$ cat src/sv/qps_pkg.sv
// Shared types and constants for the quantized phase step unit.
package qps_pkg;
	localparam int unsigned DataW = 64;
	localparam int unsigned QuantW = 63;
	localparam int unsigned CfgIdxW = 2;
	localparam logic [CfgIdxW-1:0] CfgQuantum = 2'd0;
	localparam logic [CfgIdxW-1:0] CfgGain = 2'd1;
	localparam logic [CfgIdxW-1:0] CfgGradient = 2'd2;
	localparam logic [63:0] GainReset = 64'h0000_0001_0000_0000;
	localparam logic [63:0] GradReset = 64'h7FFF_FFFF_FFFF_FFFF;
	localparam logic [63:0] MetricGrowth = 64'h0000_0000_0001_0000;

	typedef struct packed {
		logic start_div;
		logic div_step;
		logic round;
		logic mul_step;
		logic finish;
	} qps_cmd_t;

	typedef struct packed {
		logic div_last;
		logic mul_last;
	} qps_sts_t;
endpackage

$ cat src/sv/qps_ctrl.sv
// Controller sequencing divide, round, multiply and commit.
module qps_ctrl import qps_pkg::*; (
	input logic clk,
	input logic arst_n,
	input logic in_fire,
	input logic out_busy,
	input qps_sts_t sts,
	output qps_cmd_t cmd,
	output logic idle
);
	localparam logic [2:0] S_IDLE = 3'd0;
	localparam logic [2:0] S_DIV = 3'd1;
	localparam logic [2:0] S_RND = 3'd2;
	localparam logic [2:0] S_MUL = 3'd3;
	localparam logic [2:0] S_FIN = 3'd4;
	logic [2:0] state_q, state_d;

	always_comb begin
		state_d = state_q;
		cmd = '0;
		idle = 1'b0;
		case (state_q)
			S_IDLE: begin
				idle = 1'b1;
				if (in_fire) begin
					cmd.start_div = 1'b1;
					state_d = S_DIV;
				end
			end
			S_DIV: begin
				cmd.div_step = 1'b1;
				if (sts.div_last) state_d = S_RND;
			end
			S_RND: begin
				cmd.round = 1'b1;
				state_d = S_MUL;
			end
			S_MUL: begin
				cmd.mul_step = 1'b1;
				if (sts.mul_last) state_d = S_FIN;
			end
			S_FIN: begin
				if (!out_busy) begin
					cmd.finish = 1'b1;
					state_d = S_IDLE;
				end
			end
			default: state_d = S_IDLE;
		endcase
	end

	always_ff @(posedge clk or negedge arst_n) begin
		if (!arst_n) state_q <= S_IDLE;
		else state_q <= state_d;
	end

	assert property (@(posedge clk) disable iff (!arst_n)
		cmd.finish |=> state_q == S_IDLE) else $error("finish must return to idle");
	assert property (@(posedge clk) disable iff (!arst_n)
		in_fire |-> state_q == S_IDLE) else $error("item accepted while busy");
	assert property (@(posedge clk) disable iff (!arst_n)
		$onehot0(cmd)) else $error("more than one command");
endmodule

$ cat config.mk
export PLATFORM = sky130hd
export DESIGN_NAME = qps_ctrl
export DESIGN_NICKNAME = d
export VERILOG_FILES = /design/src/sv/qps_pkg.sv /design/src/sv/qps_ctrl.sv
export SDC_FILE = /design/constraint.sdc
export NUM_CORES = 1
export LEC_CHECK = 0
export ABC_AREA = 1
export BUFFER_PORTS_ARGS = -buffer_cell sky130_fd_sc_hd__clkbuf_2
export CAP_MARGIN = 10
export CELL_PAD_IN_SITES_DETAIL_PLACEMENT = 1
export CELL_PAD_IN_SITES_GLOBAL_PLACEMENT = 2
export CORE_AREA = 2 2 39 41
export CTS_CLUSTER_SIZE = 12
export DETAILED_ROUTE_END_ITERATION = 8
export DIE_AREA = 0 0 41 43
export PLACE_DENSITY = 0.63
export SYNTH_ARGS = -nofsm -noshare
export SYNTH_HDL_FRONTEND = slang
export SYNTH_SLANG_ARGS = --single-unit
$ cat constraint.sdc
create_clock -name clk -period 2 [get_ports clk]
set_input_delay 0.1 -clock clk [delete_from_list [all_inputs] [get_ports clk]]
set_output_delay 0.1 -clock clk [all_outputs]
set_load 0.01 [all_outputs]
* Word-level counts from Yosys, hierarchy flattened *
Index checks and enable logic that the tools add are counted.

storage, ports and cells
  bits of input ports = 6
  register bits = 3
  output and inout bits = 6

operators by class
  mux-type cells = 13
  reductions and logical operators = 2
  eq/ne operators = 8

operators with widths
  operator            count
  $pmux 3 s5          1
  $mux 3              4
  $mux 1              8
  $ne 2x2->1 const B  4
  $eq 3x2->1 const B  2
  $reduce_and 4->1    1
  $eq 3x1->1 const B  1
  $eq 3x3->1 const B  1
  $logic_not 3->1     1

* Longest topological paths before layout *
Gate-level depths: netlist of the first run.

  depth in word-level cells = 3
  gate-level depth with buffers = 6
  depth with buffers taken out = 6

* Worst setup path before layout of the first run *
OpenSTA, ideal clock, no wires.

  path kind = register to output
  from = register state_q[0]
  to = output port cmd[4] (netlist bit)
  buffers on the path = 0
  slack = 0.983 ns
  stages on the path, launching flop included = 3
  arrival = 0.917 ns
  cell sequence = dfrtp_1 > or2_4 > nor3_1

RTL lines
  item                      line            text
  start: declaration        qps_ctrl.sv:16  logic [2:0] state_q, state_d;
  start signal: assignment  qps_ctrl.sv:54  else state_q <= state_d;
  end: declaration          qps_ctrl.sv:8   output qps_cmd_t cmd,

==> results of run 1 <==
## layout by cell type, fill, tap and decap left out, drive strengths merged
cell	netlist	final
clkbuf	0	15
inv	7	7
nand3	6	6
nor2	6	6
nand2	3	3
dfrtp	3	3
o21ai	2	2
or2	1	1
nor4	1	1
nor3	1	1
dlygate4sd3	0	1
## power breakdown
group	internal, mW	switching (mW)	total [mW]
logic	0.122	0.181	0.302
registers	0.0924	0.0359	0.128
clock network	0.0748	0.0314	0.106
## cells by family after synthesis
family,Yosys count
compound gates,2
buf+inv,7
flops,3
simple gates,18
## path summary, 6_finish.rpt
kind                               to  slack, ns       start
max                            cmd[4]       0.69  state_q[0]
min                        state_q[1]       0.12      sts[0]
max reg2reg                state_q[2]       0.88  state_q[1]
min reg2reg                state_q[2]       0.56  state_q[2]
max in group asynchronous  state_q[0]       1.69      arst_n
min in group asynchronous  state_q[1]       0.20      arst_n
## cells in the mapped netlist
cell type / n / area, um2
or2_4: 1 / 8.76
inv_2: 2 / 7.51
nand3_1: 5 / 25.0
nor2_2: 3 / 18.8
o21ai_1: 2 / 10.0
nor2_1: 3 / 11.3
dfrtp_1: 3 / 75.1
inv_1: 5 / 18.8
nor4_1: 1 / 6.26
nand3_2: 1 / 10.0
nor3_1: 1 / 5.00
nand2_1: 3 / 11.3
## tightest hold or removal path: stages
cell and delay [ns]:
clkbuf_2 0.08, nor2_2 0.04, inv_1 0.04, nand2_1 0.05
## area by class of cell
class	count	share of cell area, %
inverter	7	8.24
timing repair buffer	12	20.4
multi-input combinational	20	33.3
sequential	3	23.5
clock buffer	4	8.24
tap	16	6.27
## per-layer routing
metal	up-vias	wire, um	global-route usage, %
li1	125	-	-
met4	0	19	12.0
met2	10	305	11.6
met5	-	0	0
met3	4	30	3.14
met1	109	212	7.79
## what timing repair did
action	CTS	global route
hold buffers	1	0
endpoints found under the setup margin	0	0
endpoints found under the hold margin	3	0
==> metrics.txt, run 1 <==
Final setup viols 0; Setup TNS 0 ns; row cnt 14; number of synthesized register bits 3; Util after Layout 23.1%; Avg Cell Area, Syn 6.92 um2; largest registers state_q x3; synth warn 0; Unique masters post-synth 12; Tot GR Track Use 8.56%; design area 319 um2; register area 75.1 um2; Min Hold Slack 0.123 ns; Num CTS Buffers 3; post-synthesis sequential area ratio 36.1%; Hold Path Cell Cnt 4; RSZ-0062 raised after global routing false; skew final 0.00261 ns; vias in the first global route 240; DIE AREA 0.00176 mm2; Biggest register state_q; Worst-path clk slew 0.04 ns; Syn Inst Count 30; Antenna Cells 0; # fillers 189; Pleak 0.183 nW; Post-Synth XOR/XNOR Area 0%; Iter 0 DRT Violations 2; Pre-antenna DRT Iters 2; initial antenna violation count 0; final max-slew violation count 0; Post-CTS Repair Setup Buffers 0; Worst VDD drop 0.286 mV; worst skew pair latency 0.23 ns; CP Data Required Time 1.90 ns; clock period minus worst slack 1.31 ns; detailed-route via count 248; DP Area 283 um2; post-cts repair resize count 0; routed len/inst 9.16 um; Critical Path AT 1.21 ns; placed insts 57; post-synthesis adder-cell area fraction 0%; number of cells in the finished layout apart from fillers 62; core area 0.00138 mm2; Post-route DRC 0; f_max 762 MHz; syn nets 36; Levels on crit path 3; CTS Buffer Depth 2; DP Worst Slack 0.879 ns; max_cap viols 0; final hold viol count 0; crit path cell chain or2_4 -> nor3_1 -> clkbuf_2; DP HPWL 464 um; HP Class primary input to flop; share of layout cells above drive strength 1 45.7%; global-route wire length before repair 890 um; largest net degree at the start of global routing 7; Slew Limit Headroom 84.9%; largest family of logic cells by synthesized area simple AND/OR/NAND/NOR gates; Multi-input gate area 106 um2; outcome finished clean; io pins 12; final worst setup slack 0.688 ns; Crit-path slowest cell dfrtp_1; CP Class flop to output pin; Top delay family on crit path flip-flops; clock root buffer clkbuf_4; NumNets Final 53; CP max stage delay 0.42 ns; Via density 4.00; post-route ant nets 0; Post-Syn Area 208 um2; PwrDens 1680 mW/mm2; Synth Area in Simple Gates 46.4%; worst-margin pin slew 0.225 ns; post-synthesis compound-gate area fraction 4.82%; CP Launch Type flop; post-synthesis mux area share 0%; crit-path max FO 5; Worst Path Buf+Inv 1; Largest register FFs 3; Area growth syn-to-layout 53.6%; port bufs 11; Initial Util 15.0%; GPL Wtd Cong 0.664; clk sinks 3; period utilization 65.6%; R2R cell count 6; final WL 568 um; chip width 41 um; htree depth 1; CTS tree built; crit path capture type output pin; Power, Total 0.537 mW; Die Span Y 43 um; GRT overflow 0
No activity file was read; power rests on OpenSTA's default activity.
==> inputs of run 2 (changes only) <==
--- a/config.mk
+++ b/config.mk
@@ -5,7 +5,7 @@
 export SDC_FILE = /design/constraint.sdc
 export NUM_CORES = 1
 export LEC_CHECK = 0
-export ABC_AREA = 1
+export ABC_AREA = 0
 export BUFFER_PORTS_ARGS = -buffer_cell sky130_fd_sc_hd__clkbuf_2
 export CAP_MARGIN = 10
 export CELL_PAD_IN_SITES_DETAIL_PLACEMENT = 1
@@ -14,7 +14,7 @@
 export CTS_CLUSTER_SIZE = 12
 export DETAILED_ROUTE_END_ITERATION = 8
 export DIE_AREA = 0 0 41 43
-export PLACE_DENSITY = 0.63
+export PLACE_DENSITY = 0.6
 export SYNTH_ARGS = -nofsm -noshare
 export SYNTH_HDL_FRONTEND = slang
 export SYNTH_SLANG_ARGS = --single-unit
==> constraint.sdc (replaced) <==
create_clock -name clk -period 1.15 [get_ports clk]
set_input_delay 0.0575 -clock clk [delete_from_list [all_inputs] [get_ports clk]]
set_output_delay 0.0575 -clock clk [all_outputs]
set_load 0.01 [all_outputs]
==> run 2 against run 1 <==
  * The flow now finishes with violations (setup timing)
  * Register-to-register slack got worse by 0.90 ns
  * Via count fell by 2.0%
  * Hold slack got worse by 0.033 ns
  * Cell count is 4.8% lower
  * Non-clock buffer count increased by 7
  * Sequential share of layout area shrank 3.4 points
  * First-iteration DRC count stayed put
  * Utilization up 5.2 points
  * Total power is 97% higher
  * Synthesized area increased by 3.0%
  * Clock power increased by 72%
  * Die area unchanged
  * Critical endpoint is now cmd[3]
  * Largest cell class unchanged
  * Highest routed layer is now met3
==> metrics.txt, run 2 <==
Avg Cell Area, Syn 9.73 um2 (was 6.92 um2); post-synthesis sequential area ratio 35.1% (was 36.1%); largest registers state_q x3 (unchanged); syn nets 28 (was 36); most common cell after layout, fill and taps aside buf_2 (was clkbuf_2); worst skew pair latency 0.23 ns (about the same); vias in the first global route 267 (was 240); # fillers 175 (was 189); Min Hold Slack 0.0902 ns (was 0.123 ns); crit path capture type output pin (unchanged); f_max 833 MHz; ys async rst share 100% (unchanged); Worst-path clk slew 0.04 ns (about the same); final WL 615 um (was 568 um); RSZ-0062 raised after global routing true (was false); HP Class primary input to flop (unchanged); detailed-route via count 243 (was 248); largest area contributor in the netlist dfrtp_1 (unchanged); largest net degree at the start of global routing 11 (was 7); dominant cells by area after synthesis dfrtp_1 35%, o32ai_2 7.6%, nor3b_1 7.0% (was dfrtp_1 36%, nand3_1 12%, inv_1 9.0%); port bufs 11 (unchanged); Antenna Cells 0 (unchanged); clock root buffer clkbuf_4 (unchanged); design area 392 um2 (was 319 um2); Post-Synth XOR/XNOR Area 0% (unchanged); Largest register FFs 3 (unchanged); NumNets Final 50 (was 53); chip width 41 um (unchanged); post-synthesis adder-cell area fraction 0% (unchanged); period utilization 104%; Post-synth top flop dfrtp_1 (unchanged); violated checks setup timing; DIE AREA 0.00176 mm2 (unchanged); Critical Path AT 1.14 ns (was 1.21 ns); Initial Util 15.5% (was 15.0%); skew final 0.0000748 ns (was 0.00261 ns); Slew Limit Headroom 87.8% (was 84.9%); routed len/inst 10.4 um (was 9.16 um); Biggest register state_q (unchanged); Pleak 0.195 nW (was 0.183 nW); final max-slew violation count 0 (unchanged); largest family of logic cells by synthesized area simple AND/OR/NAND/NOR gates (unchanged); CP Launch Type flop (unchanged); Via density 4.12 (was 4.00); post-synthesis compound-gate area fraction 18.7% (was 4.82%); GRT overflow 0 (unchanged); number of synthesized register bits 3 (unchanged); CP Data Required Time 1.09 ns (was 1.90 ns); CTS tree built (unchanged); initial antenna violation count 0 (unchanged); Num CTS Buffers 3 (unchanged); PwrDens 2700 mW/mm2 (was 1680 mW/mm2); Hold Path Cell Cnt 3 (was 4); most frequent cells in the layout 6 x buf_2, 5 x clkbuf_2, 5 x buf_4 (was 11 x clkbuf_2, 5 x inv_1, 5 x nand3_1); Synth Area in Simple Gates 36.8% (was 46.4%); post-route ant nets 0 (unchanged); Util after Layout 28.3% (was 23.1%); clk sinks 3 (unchanged); R2R cell count 3 (was 6); io pins 12 (unchanged); DP Area 280 um2 (was 283 um2); Post-synth EDFFs 0 (unchanged); CTS Buffer Depth 2 (unchanged); Post-Syn Area 214 um2 (was 208 um2); Unique masters post-synth 16 (was 12); clock period minus worst slack 1.20 ns; row cnt 14 (unchanged); Area growth syn-to-layout 83.0% (was 53.6%); Tot GR Track Use 10.3% (was 8.56%); Worst VDD drop 0.695 mV (was 0.286 mV); GPL Wtd Cong 0.697 (was 0.664); Pre-antenna DRT Iters 2 (unchanged); Post-route DRC 0 (unchanged); crit-path max FO 5 (unchanged); final worst setup slack -0.0500 ns (was 0.688 ns); Syn Inst Count 22 (was 30); htree depth 1 (unchanged); worst-margin pin slew 0.183 ns (was 0.225 ns); synth warn 0 (unchanged); Die Span Y 43 um (unchanged); global-route wire length before repair 1.15 mm (was 890 um); core area 0.00138 mm2 (unchanged); max_cap viols 0 (unchanged); outcome finished, violations left (was finished clean); share of layout cells above drive strength 1 69.8% (was 45.7%); post-synthesis mux area share 0% (unchanged); Post-synth top cells 3 x dfrtp_1, 3 x nor2_1, 2 x and2_1, 2 x nor3b_1 (was 5 x inv_1, 5 x nand3_1); CP Class flop to output pin (unchanged); Final setup viols 6 (was 0); post-synth top area share 35.1% (was 36.1%); final hold viol count 0 (unchanged); Iter 0 DRT Violations 2 (unchanged)
run 2: report_power, final:
group | switching (mW) | internal [mW] | total, mW
clock | 0.0519 | 0.130 | 0.182
combinational | 0.255 | 0.367 | 0.622
sequential | 0.0917 | 0.161 | 0.253
run 2: repair_timing:
item                                   in CTS  in global routing
buffers inserted                            3                  3
pin swaps                                   3                  2
endpoints found under the hold margin       3                  0
gates resized for setup                     7                  7
setup endpoints to repair                   6                  7
hold buffers                                1                  0
run 2: layout make-up:
cell class	instances	area, um2	share of cell area, %
Inverter	1	3.75	0.958
Tap cell	16	20.0	5.11
Multi-Input combinational cell	16	144	36.7
Clock buffer	4	26.3	6.71
Timing Repair Buffer	19	119	30.4
Sequential cell	3	78.8	20.1
run 2: through the flow:
step | cells | worst slack [ns] | power [mW] | TNS (ns)
after floorplan | 22 | 0.0376 | 0.536 | 0
after global placement | 48 | 0.105 | 0.656 | 0
after detailed placement | 48 | 0.100 | 0.657 | 0
after CTS | 56 | -0.0763 | 0.964 | -0.228
after global routing | 59 | -0.109 | 1.17 | -0.608
final | 59 | -0.0500 | 1.06 | -0.139
run 2: logic make-up after synthesis:
group,after synthesis
AO/OA/AOI/OAI,4
buffers and inverters,3
flip-flops,3
AND/OR/NAND/NOR,12
run 2: routing by layer:
metal  vias up  GRT usage, %  wire (um)
met5         -             0          0
met4         0          8.00          0
met3         0          4.71         29
met2         7          13.8        326
met1       115          12.0        258
li1        121             -          -
run 2: final timing paths:
check	from	to	slack (ns)
setup / recovery	state_q[1]	cmd[3]	-0.05
hold / removal	sts[1]	state_q[1]	0.09
setup reg to reg	state_q[1]	state_q[0]	-0.02
hold reg to reg	state_q[2]	state_q[1]	0.65
max in group asynchronous	arst_n	state_q[0]	0.87
min in group asynchronous	arst_n	state_q[1]	0.16
run 2: critical path, cell delays in order (launching register included):
cell	delay (ns)
dfrtp_2	0.44
or2_4	0.27
nor2_2	0.08
buf_2	0.13
==> inputs of run 3 (changes only) <==
--- a/config.mk
+++ b/config.mk
@@ -15,6 +15,7 @@
 export DETAILED_ROUTE_END_ITERATION = 8
 export DIE_AREA = 0 0 41 43
 export PLACE_DENSITY = 0.6
+export REMOVE_ABC_BUFFERS = 1
 export SYNTH_ARGS = -nofsm -noshare
 export SYNTH_HDL_FRONTEND = slang
 export SYNTH_SLANG_ARGS = --single-unit
==> run 3 against run 2 <==
  * The run still ends with setup timing left
  * Die area did not move
  * Sequential cell count stayed put
  * Hold slack gained 0.017 ns
  * Fmax down 1.8%
  * Total power is 1.5% lower
  * Clock power is essentially flat
  * Sequential share of layout area rose by 0.26 points
  * Largest power group unchanged
  * Count of clock-buffer cells in the layout unchanged
  * Critical path depth unchanged
==> metrics.txt, run 3 (synthesis gave the netlist of run 2 again) <==
outcome finished, violations left (unchanged); violated checks setup timing (unchanged); CP Class flop to output pin (unchanged); DIE AREA 0.00176 mm2 (unchanged); GPL Wtd Cong 0.573 (was 0.697); DP HPWL 460 um; Reg2Reg Launch Point state_q[0] (was state_q[1]); HP Class primary input to flop (unchanged); Via density 4.21 (was 4.12); row cnt 14 (unchanged); Num CTS Buffers 3 (unchanged); post-route ant nets 0 (unchanged); Sw Pwr 0.408 mW (was 0.399 mW); GRT overflow 0 (unchanged); detailed-route via count 244 (was 243); met1 WL 288 um (was 258 um); port bufs 11 (unchanged); Combinational Power Share 55.3% (was 58.8%); CP Data Required Time 1.09 ns (about the same); CTS Buffer Depth 2 (unchanged); Area growth syn-to-layout 80.7% (was 83.0%); CTS tree built (unchanged); RSZ-0062 raised after global routing true (unchanged); io pins 12 (unchanged); clk sinks 3 (unchanged); hold_sp sts[1] (unchanged); Worst VDD drop 0.765 mV (was 0.695 mV); power share of the sequential group 27.2% (was 24.0%); reg2reg setup slack 0.03 ns (was -0.02 ns); PwrDens 2690 mW/mm2 (was 2700 mW/mm2); crit-path max FO 7 (was 5); Switching Fraction 39.2% (was 37.7%); period utilization 106% (was 104%); final max-slew violation count 0 (unchanged); routed wire length on met3 58 um (was 29 um); clock root buffer clkbuf_4 (unchanged); global-route wire length before repair 952 um (was 1.15 mm); Critical Path AT 1.16 ns (was 1.14 ns); Antenna Cells 0 (unchanged); most frequent cells in the layout 6 x clkbuf_2, 6 x buf_4, 5 x buf_2 (was 6 x buf_2, 5 x clkbuf_2, 5 x buf_4); Initial Util 15.5% (unchanged); worst skew pair latency 0.23 ns (about the same); CP Launch Type flop (unchanged); hold path endpoint state_q[1] (unchanged); clock period minus worst slack 1.22 ns (was 1.20 ns); Largest register FFs 3 (unchanged); vias in the first global route 234 (was 267); htree depth 1 (unchanged); largest registers state_q x3 (unchanged); DP Area 280 um2 (unchanged); core area 0.00138 mm2 (unchanged); R2R cell count 3 (unchanged); Worst-path clk slew 0.04 ns (about the same); Tot GR Track Use 8.35% (was 10.3%); Slew Limit Headroom 86.2% (was 87.8%); Post-route DRC 0 (unchanged); DP Worst Slack 0.0561 ns (was 0.100 ns); final hold viol count 0 (unchanged); routed len/inst 11.3 um (was 10.4 um); Pleak 0.186 nW (was 0.195 nW); met2 routed wirelength 312 um (was 326 um); final WL 658 um (was 615 um); Final setup viols 4 (was 6); Clock power frac 17.5% (was 17.2%); crit path capture type output pin (unchanged); Highest Signal Layer met3 (unchanged); Hold Path Cell Cnt 3 (unchanged); design area 387 um2 (was 392 um2); reg2reg end state_q[2] (was state_q[0]); Iter 0 DRT Violations 2 (unchanged); Biggest register state_q (unchanged); chip width 41 um (unchanged); final worst setup slack -0.0722 ns (was -0.0500 ns); initial antenna violation count 0 (unchanged); largest net degree at the start of global routing 8 (was 11); max_cap viols 0 (unchanged); Setup TNS -0.203 ns (was -0.139 ns); worst-margin pin slew 0.207 ns (was 0.183 ns); f_max 818 MHz (was 833 MHz); Pre-antenna DRT Iters 2 (unchanged); # fillers 182 (was 175); Die Span Y 43 um (unchanged); skew final 0.00244 ns (was 0.0000748 ns); NumNets Final 49 (was 50); Int Power 0.633 mW (was 0.658 mW); share of layout cells above drive strength 1 71.4% (was 69.8%)
## run 3: cell types whose count changed in the layout (fill, tap and decap cells not counted)
cell	delta
buf_2	-1
clkbuf_2	+1
nor3b_2	-1
nor4b_2	-1
nor3b_1	+1
dlymetal6s2s_1	-1
buf_1	-1
nor4b_4	+1
buf_4	+1
## run 3: worst max-delay path: stages, from the launching register on
cell	delay, ns
dfrtp_2	0.45
or2_4	0.27
nor2_2	0.07
buf_2	0.13
## run 3: metal layers
layer,up-vias,GRT usage [%]
li1,119,-
met1,113,8.74
met2,12,12.8
met3,0,3.14
met4,0,6.00
met5,-,0
## run 3: area by class of cell
cell class | instances | area (um2) | share of cell area [%]
timing repair buffer | 18 | 110 | 28.5
clock buffer | 4 | 26.3 | 6.80
sequential | 3 | 78.8 | 20.4
multi-input combinational | 16 | 148 | 38.2
inverter | 1 | 3.75 | 0.971
tap | 16 | 20.0 | 5.18
## run 3: metrics by stage
step	hold slack, ns	std cells	power [mW]	utilization (%)
after global routing	0.105	58	1.13	27.9
after global placement	-0.141	48	0.653	20.3
final	0.107	58	1.04	27.9
after detailed placement	-0.142	48	0.673	20.3
after CTS	0.0867	57	1.00	26.3
after floorplan	-0.238	20	0.499	-
## run 3: timing repair
item                       4_1_cts  5_1_grt
hold buffers                     1        0
gates resized for setup          6        7
hold endpoints to repair         3        0
pin swaps                        1        2
setup endpoints to repair        6        6
buffers inserted                 4        1
## run 3: worst max path at each step
stage / from / end
2_1_floorplan: state_q[2] / cmd[4]
3_3_place_gp: state_q[2] / cmd[4]
3_5_place_dp: state_q[2] / state_q[0]
4_1_cts: state_q[2] / cmd[4]
5_1_grt: state_q[2] / cmd[3]
6_report: state_q[2] / cmd[3]
## run 3: power groups by stage
stage,sequential [mW],combinational (mW),clock [mW]
finish,0.283,0.575,0.182
global route,0.295,0.630,0.204
detailed placement,0.252,0.421,0
global placement,0.241,0.413,0
floorplan,0.225,0.274,0
CTS,0.253,0.551,0.197
